File: src/rtl/core/lcsw_pkg.sv
// lcsw_pkg: shared widths, request and register codes, controller/datapath bundles
// for the load-cell serial weigher; no dependencies
package lcsw_pkg;

  localparam int WORD_BITS  = 24;               // converter word length
  localparam int AVG_W      = 24;               // reported average width
  localparam int NET_W      = 25;               // signed net and units width
  localparam int CNT_W      = 8;                // sample count width
  localparam int SUM_W      = WORD_BITS + CNT_W; // accumulator never overflows
  localparam int SCALE_W    = 16;
  localparam int PULSE_W    = 2;
  localparam int REQ_W      = 2;
  localparam int CFG_IDX_W  = 2;
  localparam int CFG_DATA_W = 16;
  localparam int DIV_W      = (SUM_W > NET_W) ? SUM_W : NET_W;
  localparam int DIV_CNT_W  = $clog2(DIV_W + 1);
  localparam int BIT_CNT_W  = $clog2(WORD_BITS + 1);

  // request codes, anything else is a plain tick
  localparam logic [REQ_W-1:0] REQ_WEIGH = 2'd1;
  localparam logic [REQ_W-1:0] REQ_TARE  = 2'd2;

  // configuration register indexes
  localparam logic [CFG_IDX_W-1:0] CFG_PULSES = 2'd0;
  localparam logic [CFG_IDX_W-1:0] CFG_SCALE  = 2'd1;

  typedef struct packed {
    logic start_op;
    logic start_tare;
    logic clr_shift;
    logic shift_in;
    logic accum;
    logic div_start;
    logic div_net;
    logic avg_take;
    logic units_take;
    logic load_out;
    logic out_sck;
    logic out_busy;
    logic out_done;
  } dp_cmd_t;

  typedef struct packed {
    logic slot_free;
    logic last_sample;
    logic tare_run;
    logic div_done;
  } dp_stat_t;

endpackage

File: src/rtl/core/lcsw_div.sv
// lcsw_div: restoring unsigned divider, one quotient bit per cycle
// depends on lcsw_pkg
module lcsw_div import lcsw_pkg::*; (
  input  logic               clk,
  input  logic               rst,
  input  logic               start,
  input  logic [DIV_W-1:0]   dividend,
  input  logic [SCALE_W-1:0] divisor,
  output logic               done,
  output logic [DIV_W-1:0]   quotient
);

  logic [SCALE_W:0]     rem;
  logic [SCALE_W-1:0]   den;
  logic [DIV_CNT_W-1:0] cnt;
  logic                 running;
  logic [SCALE_W:0]     rem_sh;
  logic [SCALE_W+1:0]   diff;

  assign rem_sh = {rem[SCALE_W-1:0], quotient[DIV_W-1]};
  assign diff   = {1'b0, rem_sh} - {2'b00, den};

  always_ff @(posedge clk) begin
    if (rst) begin
      running <= 1'b0;
      done    <= 1'b0;
      cnt     <= '0;
    end else begin
      done <= 1'b0;
      if (start) begin
        quotient <= dividend;
        rem      <= '0;
        den      <= divisor;
        cnt      <= DIV_CNT_W'(DIV_W);
        running  <= 1'b1;
      end else if (running) begin
        if (!diff[SCALE_W+1]) begin
          rem      <= diff[SCALE_W:0];
          quotient <= {quotient[DIV_W-2:0], 1'b1};
        end else begin
          rem      <= rem_sh;
          quotient <= {quotient[DIV_W-2:0], 1'b0};
        end
        cnt <= cnt - 1'b1;
        if (cnt == DIV_CNT_W'(1)) begin
          running <= 1'b0;
          done    <= 1'b1;
        end
      end
    end
  end

endmodule

File: src/rtl/core/lcsw_dp.sv
// lcsw_dp: shift register, accumulator, tare store, shared divider and result register
// depends on lcsw_pkg and lcsw_div
module lcsw_dp import lcsw_pkg::*; (
  input  logic                     clk,
  input  logic                     rst,
  input  dp_cmd_t                  cmd,
  output dp_stat_t                 stat,
  input  logic                     data_pin,
  input  logic [CNT_W-1:0]         sample_count,
  input  logic [SCALE_W-1:0]       scale_divisor,
  input  logic                     out_stall,
  output logic                     out_valid,
  output logic                     sck,
  output logic                     busy_res,
  output logic                     done_res,
  output logic                     done_was_tare,
  output logic [AVG_W-1:0]         average,
  output logic signed [NET_W-1:0]  net_value,
  output logic signed [NET_W-1:0]  units,
  output logic [AVG_W-1:0]         tare_value
);

  logic [WORD_BITS-1:0]    shift_word;
  logic [SUM_W-1:0]        sample_sum;
  logic [CNT_W-1:0]        samples_left;
  logic [CNT_W-1:0]        samples_total;
  logic                    tare_run;
  logic [AVG_W-1:0]        tare_level;
  logic [AVG_W-1:0]        avg_reg;
  logic signed [NET_W-1:0] net_reg;
  logic signed [NET_W-1:0] units_reg;

  logic [CNT_W-1:0]        cnt_eff;
  logic [SCALE_W-1:0]      scale_eff;
  logic [WORD_BITS-1:0]    reading;
  logic [NET_W-1:0]        net_mag;
  logic [DIV_W-1:0]        div_num;
  logic [SCALE_W-1:0]      div_den;
  logic [DIV_W-1:0]        quo;
  logic                    div_done;
  logic [AVG_W-1:0]        q_avg;
  logic [NET_W-1:0]        q_net;

  assign cnt_eff   = (sample_count == '0) ? CNT_W'(1) : sample_count;
  assign scale_eff = (scale_divisor == '0) ? SCALE_W'(1) : scale_divisor;
  // two's complement to offset binary
  assign reading   = shift_word ^ {1'b1, {(WORD_BITS-1){1'b0}}};
  assign net_mag   = net_reg[NET_W-1] ? (~net_reg + 1'b1) : net_reg;
  assign div_num   = cmd.div_net ? DIV_W'(net_mag) : DIV_W'(sample_sum);
  assign div_den   = cmd.div_net ? scale_eff : SCALE_W'(samples_total);
  assign q_avg     = quo[AVG_W-1:0];
  assign q_net     = quo[NET_W-1:0];

  lcsw_div u_div (
    .clk      (clk),
    .rst      (rst),
    .start    (cmd.div_start),
    .dividend (div_num),
    .divisor  (div_den),
    .done     (div_done),
    .quotient (quo)
  );

  always_ff @(posedge clk) begin
    if (rst) begin
      shift_word    <= '0;
      sample_sum    <= '0;
      samples_left  <= '0;
      samples_total <= '0;
      tare_run      <= 1'b0;
      tare_level    <= '0;
      out_valid     <= 1'b0;
    end else begin
      if (cmd.start_op) begin
        samples_total <= cnt_eff;
        samples_left  <= cnt_eff;
        sample_sum    <= '0;
        tare_run      <= cmd.start_tare;
      end
      if (cmd.clr_shift) begin
        shift_word <= '0;
      end
      if (cmd.shift_in) begin
        shift_word <= {shift_word[WORD_BITS-2:0], data_pin};
      end
      if (cmd.accum) begin
        sample_sum <= sample_sum + SUM_W'(reading);
        if (samples_left != '0) begin
          samples_left <= samples_left - 1'b1;
        end
      end
      if (cmd.avg_take) begin
        avg_reg <= q_avg;
        net_reg <= $signed({1'b0, tare_level}) - $signed({1'b0, q_avg});
        if (tare_run) begin
          tare_level <= q_avg;
        end
      end
      if (cmd.units_take) begin
        units_reg <= net_reg[NET_W-1] ? $signed(~q_net + 1'b1) : $signed(q_net);
      end
      if (cmd.load_out) begin
        out_valid <= 1'b1;
      end else if (!out_stall) begin
        out_valid <= 1'b0;
      end
    end
  end

  // result payload
  always_ff @(posedge clk) begin
    if (cmd.load_out) begin
      sck           <= cmd.out_sck;
      busy_res      <= cmd.out_busy;
      done_res      <= cmd.out_done;
      done_was_tare <= cmd.out_done & tare_run;
      average       <= cmd.out_done ? avg_reg : '0;
      net_value     <= (cmd.out_done && !tare_run) ? net_reg : '0;
      units         <= (cmd.out_done && !tare_run) ? units_reg : '0;
      tare_value    <= tare_level;
    end
  end

  assign stat.slot_free   = !out_valid || !out_stall;
  assign stat.last_sample = (samples_left[CNT_W-1:1] == '0);
  assign stat.tare_run    = tare_run;
  assign stat.div_done    = div_done;

endmodule

File: src/rtl/core/lcsw_ctrl.sv
// lcsw_ctrl: converter phase machine, serial clock level and sequencing of the divides
// depends on lcsw_pkg
module lcsw_ctrl import lcsw_pkg::*; (
  input  logic               clk,
  input  logic               rst,
  input  logic               in_valid,
  output logic               in_stall,
  input  logic [REQ_W-1:0]   req_type,
  input  logic               data_pin,
  input  logic [PULSE_W-1:0] pulses_after_word,
  input  dp_stat_t           stat,
  output dp_cmd_t            cmd
);

  // converter phases
  localparam logic [2:0] PH_IDLE   = 3'd0;
  localparam logic [2:0] PH_WAIT   = 3'd1;
  localparam logic [2:0] PH_BIT_HI = 3'd2;
  localparam logic [2:0] PH_BIT_LO = 3'd3;
  localparam logic [2:0] PH_PUL_HI = 3'd4;
  localparam logic [2:0] PH_PUL_LO = 3'd5;

  // item sequencing
  localparam logic [2:0] SQ_RUN      = 3'd0;
  localparam logic [2:0] SQ_AVG_GO   = 3'd1;
  localparam logic [2:0] SQ_AVG_WAIT = 3'd2;
  localparam logic [2:0] SQ_NET_GO   = 3'd3;
  localparam logic [2:0] SQ_NET_WAIT = 3'd4;
  localparam logic [2:0] SQ_EMIT     = 3'd5;

  logic [2:0]           phase, phase_next;
  logic [2:0]           seq, seq_next;
  logic                 sck_level, sck_level_next;
  logic [BIT_CNT_W-1:0] bit_count, bit_count_next;
  logic [BIT_CNT_W-1:0] bit_inc;
  logic [PULSE_W-1:0]   need;
  logic                 accept;
  logic                 fin;

  assign accept   = in_valid && (seq == SQ_RUN) && stat.slot_free;
  assign in_stall = !((seq == SQ_RUN) && stat.slot_free);
  assign bit_inc  = bit_count + 1'b1;
  assign need     = (pulses_after_word == '0) ? PULSE_W'(1) : pulses_after_word;

  always_comb begin
    cmd            = '0;
    phase_next     = phase;
    seq_next       = seq;
    sck_level_next = sck_level;
    bit_count_next = bit_count;
    fin            = 1'b0;
    case (seq)
      SQ_RUN: begin
        if (accept) begin
          case (phase)
            PH_IDLE: begin
              sck_level_next = 1'b0;
              if (req_type == REQ_WEIGH || req_type == REQ_TARE) begin
                cmd.start_op   = 1'b1;
                cmd.start_tare = (req_type == REQ_TARE);
                phase_next     = PH_WAIT;
              end
            end
            PH_WAIT: begin
              if (!data_pin) begin
                bit_count_next = '0;
                cmd.clr_shift  = 1'b1;
                sck_level_next = 1'b1;
                phase_next     = PH_BIT_HI;
              end
            end
            PH_BIT_HI: begin
              cmd.shift_in   = 1'b1;
              bit_count_next = bit_inc;
              sck_level_next = 1'b0;
              phase_next     = PH_BIT_LO;
            end
            PH_BIT_LO: begin
              sck_level_next = 1'b1;
              if (bit_count < BIT_CNT_W'(WORD_BITS)) begin
                phase_next = PH_BIT_HI;
              end else begin
                bit_count_next = '0;
                phase_next     = PH_PUL_HI;
              end
            end
            PH_PUL_HI: begin
              sck_level_next = 1'b0;
              bit_count_next = bit_inc;
              if (bit_inc < BIT_CNT_W'(need)) begin
                phase_next = PH_PUL_LO;
              end else begin
                cmd.accum = 1'b1;
                if (!stat.last_sample) begin
                  phase_next = PH_WAIT;
                end else begin
                  phase_next = PH_IDLE;
                  fin        = 1'b1;
                end
              end
            end
            PH_PUL_LO: begin
              sck_level_next = 1'b1;
              phase_next     = PH_PUL_HI;
            end
            default: begin
              sck_level_next = 1'b0;
              phase_next     = PH_IDLE;
            end
          endcase
          if (fin) begin
            seq_next = SQ_AVG_GO;
          end else begin
            cmd.load_out = 1'b1;
            cmd.out_sck  = sck_level_next;
            cmd.out_busy = (phase_next != PH_IDLE);
          end
        end
      end
      SQ_AVG_GO: begin
        cmd.div_start = 1'b1;
        seq_next      = SQ_AVG_WAIT;
      end
      SQ_AVG_WAIT: begin
        if (stat.div_done) begin
          cmd.avg_take = 1'b1;
          seq_next     = stat.tare_run ? SQ_EMIT : SQ_NET_GO;
        end
      end
      SQ_NET_GO: begin
        cmd.div_start = 1'b1;
        cmd.div_net   = 1'b1;
        seq_next      = SQ_NET_WAIT;
      end
      SQ_NET_WAIT: begin
        cmd.div_net = 1'b1;
        if (stat.div_done) begin
          cmd.units_take = 1'b1;
          seq_next       = SQ_EMIT;
        end
      end
      SQ_EMIT: begin
        if (stat.slot_free) begin
          cmd.load_out = 1'b1;
          cmd.out_sck  = sck_level;
          cmd.out_busy = (phase != PH_IDLE);
          cmd.out_done = 1'b1;
          seq_next     = SQ_RUN;
        end
      end
      default: begin
        seq_next = SQ_RUN;
      end
    endcase
  end

  always_ff @(posedge clk) begin
    if (rst) begin
      phase     <= PH_IDLE;
      seq       <= SQ_RUN;
      sck_level <= 1'b0;
      bit_count <= '0;
    end else begin
      phase     <= phase_next;
      seq       <= seq_next;
      sck_level <= sck_level_next;
      bit_count <= bit_count_next;
    end
  end

endmodule

File: src/rtl/core/load_cell_serial_weigher.sv
// load_cell_serial_weigher: top level, configuration registers and wiring of
// controller and datapath; depends on lcsw_pkg, lcsw_ctrl, lcsw_dp
//
// usage
//   input channel (in_valid/in_stall) carries one tick per transfer: req_type
//   (tick, start weighing, start tare), the sampled data_pin and sample_count
//   every input transfer gives exactly one result transfer on the output
//   channel (out_valid/out_stall): sck level, busy/done flags, the stored tare,
//   and on a finishing tick the average, net value and units
//   ordinary ticks: the result is registered at the transfer edge, and a new
//   tick is taken every cycle while the result slot drains
//   the tick that closes a weighing runs the shared bit-serial divider twice
//   (sum / count, then |net| / scale), and its result is loaded once both are
//   done (for a tare, once its one divide is done)
//   while the result waits under out_stall the slot holds and in_stall rises
//   configuration (cfg_valid/cfg_ready, always ready): index 0 extra pulses,
//   index 1 scale divisor; other indexes are dropped
//   reset (rst, synchronous): idle phase, clock low, tare level zero,
//   extra pulses 1, scale 1, no result pending
module load_cell_serial_weigher import lcsw_pkg::*; (
  input  logic                     clk,
  input  logic                     rst,
  // input channel
  input  logic                     in_valid,
  output logic                     in_stall,
  input  logic [REQ_W-1:0]         req_type,
  input  logic                     data_pin,
  input  logic [CNT_W-1:0]         sample_count,
  // result channel
  output logic                     out_valid,
  input  logic                     out_stall,
  output logic                     sck,
  output logic                     busy_res,
  output logic                     done_res,
  output logic                     done_was_tare,
  output logic [AVG_W-1:0]         average,
  output logic signed [NET_W-1:0]  net_value,
  output logic signed [NET_W-1:0]  units,
  output logic [AVG_W-1:0]         tare_value,
  // configuration write channel
  input  logic                     cfg_valid,
  output logic                     cfg_ready,
  input  logic [CFG_IDX_W-1:0]     cfg_index,
  input  logic [CFG_DATA_W-1:0]    cfg_data
);

  logic [PULSE_W-1:0] pulses_after_word;
  logic [SCALE_W-1:0] scale_divisor;
  dp_cmd_t            cmd;
  dp_stat_t           stat;

  // register writes are always taken
  assign cfg_ready = 1'b1;

  always_ff @(posedge clk) begin
    if (rst) begin
      pulses_after_word <= PULSE_W'(1);
      scale_divisor     <= SCALE_W'(1);
    end else if (cfg_valid && cfg_ready) begin
      case (cfg_index)
        CFG_PULSES: pulses_after_word <= cfg_data[PULSE_W-1:0];
        CFG_SCALE:  scale_divisor     <= cfg_data[SCALE_W-1:0];
        default: begin
          // unmapped index, write dropped
        end
      endcase
    end
  end

  // phase machine, serial clock and divide sequencing
  lcsw_ctrl u_ctrl (
    .clk               (clk),
    .rst               (rst),
    .in_valid          (in_valid),
    .in_stall          (in_stall),
    .req_type          (req_type),
    .data_pin          (data_pin),
    .pulses_after_word (pulses_after_word),
    .stat              (stat),
    .cmd               (cmd)
  );

  // word capture, accumulation, divides and result register
  lcsw_dp u_dp (
    .clk           (clk),
    .rst           (rst),
    .cmd           (cmd),
    .stat          (stat),
    .data_pin      (data_pin),
    .sample_count  (sample_count),
    .scale_divisor (scale_divisor),
    .out_stall     (out_stall),
    .out_valid     (out_valid),
    .sck           (sck),
    .busy_res      (busy_res),
    .done_res      (done_res),
    .done_was_tare (done_was_tare),
    .average       (average),
    .net_value     (net_value),
    .units         (units),
    .tare_value    (tare_value)
  );

endmodule

File: config.mk
export PLATFORM = sky130hd
export DESIGN_NAME = load_cell_serial_weigher
export DESIGN_NICKNAME = d
export VERILOG_FILES = /design/src/rtl/core/lcsw_pkg.sv /design/src/rtl/core/lcsw_div.sv /design/src/rtl/core/lcsw_dp.sv /design/src/rtl/core/lcsw_ctrl.sv /design/src/rtl/core/load_cell_serial_weigher.sv
export SDC_FILE = /design/constraint.sdc
export NUM_CORES = 1
export LEC_CHECK = 0
export ABC_AREA = 1
export BUFFER_PORTS_ARGS = -buffer_cell sky130_fd_sc_hd__buf_2
export CAP_MARGIN = 20
export CORE_AREA = 3 3 215 217
export CTS_CLUSTER_SIZE = 8
export DETAILED_ROUTE_END_ITERATION = 8
export DIE_AREA = 0 0 218 220
export REMOVE_ABC_BUFFERS = 1
export SLEW_MARGIN = 10
export SYNTH_ARGS = -nofsm -noshare
export SYNTH_HDL_FRONTEND = slang
export SYNTH_SLANG_ARGS = --single-unit
File: constraint.sdc
create_clock -name clk -period 4.4 [get_ports clk]
set_clock_uncertainty 0.05 [all_clocks]
set_input_delay 0 -clock clk [delete_from_list [all_inputs] [get_ports clk]]
set_output_delay 0 -clock clk [all_outputs]
set_load 0.02 [all_outputs]
==> metrics.yaml, run 1 <==
status:
  status: "completed"
timing:
  rsz0062_at_grt: "false"
  fin_crit_ps: 3250
  drv_slew: 0
  fmax_mhz: 308
  slew_headroom_pct: 29.6
  setup_viol: 0
  tightest_slew_ps: 1050
  layout_setup_ws_ps: 1150
  setup_tns_ps: 0
  post-route-period-util_pct: 73.9
  hold_viol: 0
synth:
  synth-async-reset-ratio_pct: 0
  synth_top_area_share_pct: 36.0
  synth_cell_type_count: 53
  synth-warning-count: 0
  avgSynthCellArea_um2: 8.08
  synthesis.area_um2: 20000
  synth.largest_area_cell: "edfxtp_1"
  synth_ff_type: "edfxtp_1"
  synth.area.top_cells: "edfxtp_1, dfxtp_1, nand2_1"
  ys_seq_area_share_pct: 49.6
  synth_edf_count: 240
  synthCells: 2480
  synth_seq_cells: 376
worst_setup_path:
  cpMostUsedCell: "dlygate4sd3_1"
  crit_type: "reg2reg"
  cpMaxStageDelayCell: "dfxtp_1"
  cpPeakStageDelay_ps: 680
  path_buf_inv: 5
  worstSetupEndpointType: "flip-flop"
  arrival_ps: 3680
  crit_required_ps: 4830
  cp_top_family: "buffers and inverters"
  path_cells: "nor2_2 > inv_2 > nor2_4 > nand3_4 > clkinv_4 > nand2_4 > clkinv_2 > o21ai_2 > dlygate4sd3_1 > a21oi_1 > dlygate4sd3_1"
  cp_max_fo: 25
  cp-start-kind: "flip-flop"
clocking:
  clock_sink_count: 376
  postCtsSetupBuffers: 0
  cts.reportedPaths.clkPinSlew_ps: 50
  cts_buffers: 53
  cts_max_level: 2
  hold_buffers: 46
  worstSkewPairLatency_ps: 610
  post_cts_resized: 0
  clock-root-buffer: "clkbuf_16"
  cts_tree: "done"
  ctsLongestPathBuffers: 3
placement:
  port_buffers: 137
  pre_cts_ws_ps: 1630
  placed_area_um2: 21300
  globalplace.congestion: 0.928
  detailed_place_hpwl_um: 38600
global_route:
  grt_usage_pct: 22.3
  grt_max_degree: 103
  antenna_found_initial: 0
  grt_pass1_vias: 16211
  overflow: 0
  grt_pass1_wl_um: 84600
power_and_ir_drop:
  power.density_nw_per_um2: 500
  ir_worst_vdd_mv: 0.465
  p_leak_nw: 10.3
  clkPwrFrac_pct: 32.8
  p_int_mw: 7.70
  p_comb_share_pct: 26.1
  power.total_mw: 11.6
  seq_power_share_pct: 41.1
  switching_power_mw: 3.95
  sw_frac_of_total_pct: 33.9
final_layout:
  fin_nets: 2774
  drive_above_1_share_pct: 9.35
  largest_reg_flops: 50
  syn_to_final_growth_pct: 16.4
  finish.instance_area_um2: 23300
  final_util_pct: 52.6
  antenna_cells: 0
routing:
  wl_um: 53500
  drt_iter0_drc: 1123
  drt-pass1-iter-count: 5
  drcViolationCount: 0
  vias_per_cell: 5.07
  drtAntennaViolNets: 0
  vias: 16706
  avgRoutedWirePerCell_um: 16.2
hold_path:
  min_path_type: "in2reg"
floorplanning:
  fp-row-count: 77
  die_h_um: 220
  die_w_um: 218
  initial_core_util_pct: 45.2
  pin_count: 139
  core_um2: 44300
  die-area_um2: 48000
flow_run:
  max_cap_viol_count: 0
cell usage in the layout (no fill, tap or decap), types with 5 or more instances in the layout:
cell	synthesis	routed
nand2_1	504	502
nor2_1	414	414
inv_1	368	368
edfxtp_1	240	240
a21oi_1	187	187
buf_2	14	137
dfxtp_1	136	136
o21ai_0	109	108
nand3_1	108	107
ha_1	73	73
xor2_1	53	53
clkbuf_16	0	53
dlygate4sd3_1	0	46
clkbuf_1	36	38
o22ai_1	33	33
nand4_1	31	31
nor3_1	24	23
xnor2_1	14	14
nand3b_1	12	12
or2_2	11	11
buf_4	3	11
o21ai_1	10	10
o21a_1	8	8
inv_2	7	7
o21bai_1	7	7
o211ai_1	7	7
nor4_1	7	6
a21o_1	5	5
power groups by stage:
stage | clock [mW] | combinational [mW] | sequential, mW
floorplan | 0 | 1.72 | 5.18
global route | 4.09 | 3.41 | 4.83
global placement | 0 | 2.98 | 4.83
detailed placement | 0 | 3.01 | 4.85
CTS | 3.93 | 3.06 | 4.78
finish | 3.82 | 3.04 | 4.78
final cells by class:
cell class                 count  area (um^2)
tap                          592          741
fill                        4291        21000
multi-input combinational   1658         8360
timing repair buffer         196         1270
clock inverter                 3         80.1
clock buffer                  93         1500
inverter                     379         1430
sequential                   376         9930
worst reg2reg max path, delay by kind of cell (launching register included):
kind	cells	cell delay [ps]
compound gates	2	200
buf+inv	5	1700
simple gates	4	500
flops	1	680
synth_stat cells (2+ instances only):
cell / number
fa_1: 3
a211oi_1: 2
o21ai_1: 10
o211a_1: 2
buf_2: 14
or2_2: 11
a21o_1: 5
a31oi_1: 4
nor2_4: 2
inv_1: 368
clkbuf_1: 36
buf_1: 6
nor2_2: 4
o22ai_1: 33
nor3_1: 24
nand3b_1: 12
nand2_2: 2
dfxtp_1: 136
nand3_1: 108
ha_1: 73
o21ai_0: 109
a21oi_1: 187
o21ai_2: 3
inv_2: 7
xor2_1: 53
xnor2_1: 14
nand2_4: 3
buf_4: 3
edfxtp_1: 240
and2_1: 3
nand2_1: 504
nor2_1: 414
nand4_1: 31
o211ai_1: 7
o21a_1: 8
buf_6: 8
o21bai_1: 7
a22oi_1: 3
nor4_1: 7
per-stage QoR:
step	hold WS (ps)	std cells
6_report	177	3297
5_1_grt	186	3297
4_1_cts	154	3296
3_5_place_dp	183	3154
3_3_place_gp	171	3154
2_1_floorplan	19.1	2413
final timing paths:
check | start | to | slack (ps) | cells after the start
max | u_ctrl.seq[1] | u_dp.samples_total[0] | 1150 | 11
min | cfg_data[15] | scale_divisor[15] | 180 | 4
max reg2reg | u_ctrl.seq[1] | u_dp.samples_total[0] | 1150 | 11
min reg2reg | u_dp.u_div.quotient[4] | u_dp.avg_reg[4] | 410 | 0
layer usage:
| layer | track usage [%] | vias up | share of wire, % | wire length, um |
|---|---|---|---|---|
| met5 | 0 | - | 0 | 0 |
| met4 | 7.18 | 0 | 2.5 | 1350 |
| met3 | 3.03 | 82 | 5.5 | 2940 |
| met2 | 37.2 | 442 | 46 | 24700 |
| met1 | 30.1 | 7738 | 46 | 24600 |
| li1 | - | 8444 | - | - |
logic make-up (layout without fill, tap and decap cells):
kind of cell	Yosys count	count (layout)	synth area share, %
other	1	1	0.0187
and+or+nand+nor	1131	1131	23.4
DFF	376	376	49.6
AOI/OAI and AO/OA	383	383	10.4
adders and majority gates	76	76	4.86
xor gates and xnor gates	67	67	2.93
buffers and inverters	446	671	8.86
(Power assumes the default switching activity.)
==> inputs of run 2 (changes only) <==
==> constraint.sdc (replaced) <==
create_clock -name clk -period 3.3 [get_ports clk]
set_clock_uncertainty 0.05 [all_clocks]
set_input_delay 0 -clock clk [delete_from_list [all_inputs] [get_ports clk]]
set_output_delay 0 -clock clk [all_outputs]
set_load 0.02 [all_outputs]
==> run 2 against run 1 <==
Compared with the run above:
- register-to-register slack got worse by 860 ps
- non-clock buffer count rose by 16
- sequential cell count stayed put
- sequential share of layout area decreased by 0.29 points
- largest power group unchanged
==> metrics.yaml, run 2 (synthesis results as in run 1) <==
placement:
  placedCellCount: 3165
  detailed_place_hpwl_um: 39200
  globalplace.congestion: 0.927
  port_buffers: 137
  placed_area_um2: 21400
floorplanning:
  fp-row-count: 77
  pin_count: 139
  die_w_um: 218
  initial_core_util_pct: 45.2
  die_h_um: 220
  core_um2: 44300
  die-area_um2: 48000
global_route:
  overflow: 0
  grt_pass1_vias: 16241
  grt_usage_pct: 22.4
  grt_max_degree: 52
  antenna_found_initial: 0
  grt_pass1_wl_um: 85100
worst_setup_path:
  crit_required_ps: 3740
  r2r_cells: 11
  cpMostUsedCell: "dlygate4sd3_1"
  cpPeakStageDelay_ps: 590
  crit_type: "reg2reg"
  cp-start-kind: "flip-flop"
  timing.reg2reg.setup_slack_ps: 290
  critical_path.endpoint: "u_dp.samples_total[0]"
  r2r_end: "u_dp.samples_total[0]"
  worstSetupPathDepth: 11
  cp_max_fo: 25
  path_cells: "nor2_2 > inv_2 > nor2_4 > nand3_4 > clkinv_4 > nand2_4 > clkinv_2 > o21ai_2 > dlygate4sd3_1 > a21oi_1 > dlygate4sd3_1"
  arrival_ps: 3450
  cpMaxStageDelayCell: "dlygate4sd3_1"
  r2r-start: "u_ctrl.seq[1]"
  critPathLaunch: "u_ctrl.seq[1]"
  path_buf_inv: 5
  cp_top_family: "buffers and inverters"
  worstSetupEndpointType: "flip-flop"
routing:
  drt_iter0_drc: 1223
  drt-pass1-iter-count: 5
  vias_per_cell: 5.08
  drt-met1-wl_um: 24700
  drcViolationCount: 0
  wl_um: 53600
  routed-wl-met3_um: 3060
  top_layer_used: "met4"
  avgRoutedWirePerCell_um: 16.2
  wl_met2_um: 24200
  drtAntennaViolNets: 0
  vias: 16835
clocking:
  postCtsSetupBuffers: 0
  clock_sink_count: 376
  ctsLongestPathBuffers: 3
  cts_tree: "done"
  cts.reportedPaths.clkPinSlew_ps: 50
  worstSkewPairLatency_ps: 610
  cts_max_level: 2
  clock-root-buffer: "clkbuf_16"
  cts_buffers: 53
timing:
  fin_crit_ps: 3010
  rsz0062_at_grt: "false"
  fmax_mhz: 333
  holdWs_ps: 164
  drv_slew: 0
  slew_headroom_pct: 50.0
  tightest_slew_ps: 746
  post-route-period-util_pct: 91.1
  hold_viol: 0
  setup_viol: 0
power_and_ir_drop:
  power.density_nw_per_um2: 664
  power.total_mw: 15.6
  p_leak_nw: 10.4
  ir_worst_vdd_mv: 0.426
flow_run:
  max_cap_viol_count: 0
final_layout:
  most-common-layout-cells: "nand2_1, nor2_1, inv_1"
  drive_above_1_share_pct: 9.78
  syn_to_final_growth_pct: 17.2
  finish.instance_area_um2: 23500
  final_util_pct: 53.0
  antenna_cells: 0
  layout_commonest_cell: "nand2_1"
  largest_reg_flops: 50
  fin_cells: 3313
  fin_nets: 2790
status:
  status: "completed"
hold_path:
  min_path_type: "in2reg"
## run 2: cell count changes in the layout (fill, tap and decap cells not counted), sizes merged
cell / before / now
dlygate4sd3: 46 / 51
clkbuf: 93 / 91
clkinv: 5 / 7
buf: 150 / 161
## run 2: final cells by class
| class | instances | area, um^2 |
|---|---|---|
| fill | 4239 | 20800 |
| inverter | 379 | 1430 |
| tap | 592 | 741 |
| sequential | 376 | 9930 |
| multi-input combinational | 1658 | 8360 |
| clock buffer | 91 | 1480 |
| clock inverter | 5 | 90.1 |
| timing repair buffer | 212 | 1440 |
## run 2: stage by stage
step	setup TNS [ps]	worst slack, ps
floorplan	-264630	-1940
global placement	0	627
detailed placement	0	583
CTS	0	113
global route	0	111
finish	0	293
## run 2: worst min-delay path by stage
stage / start / endpoint / slack [ps] / depth (start not counted)
final: cfg_data[9] / scale_divisor[9] / 160 / 4
after global routing: cfg_data[1] / pulses_after_word[1] / 160 / 4
after CTS: cfg_data[1] / pulses_after_word[1] / 130 / 4
after detailed placement: cfg_data[2] / scale_divisor[2] / 180 / 3
after global placement: cfg_data[6] / scale_divisor[6] / 170 / 3
after floorplan: rst / u_ctrl.sck_level / 20 / 1
## run 2: worst register-to-register path, cell delays in order (launching register included)
cell and delay, ps:
dfxtp_2 520, nor2_2 80, inv_2 100, nor2_4 60, nand3_4 110, clkinv_4 120
nand2_4 230, clkinv_2 280, o21ai_2 110, dlygate4sd3_1 580, a21oi_1 70, dlygate4sd3_1 590
## run 2: what timing repair did
item,CTS,global route
endpoints found under the setup margin,0,1
hold buffers,51,0
hold endpoints to repair,92,0
gates resized for setup,0,1
## run 2: routing by layer
metal  GRT usage, %  vias to the layer above
met3           3.97                       96
met4           7.39                        0
met1           30.5                     7807
li1               -                     8478
met5              0                        -
met2           36.2                      454
## run 2: power by group
group / internal, mW / switching (mW) / total [mW]
Sequential: 5.99 / 0.384 / 6.37
Combinational: 1.28 / 2.85 / 4.14
Clock: 3.04 / 2.05 / 5.09
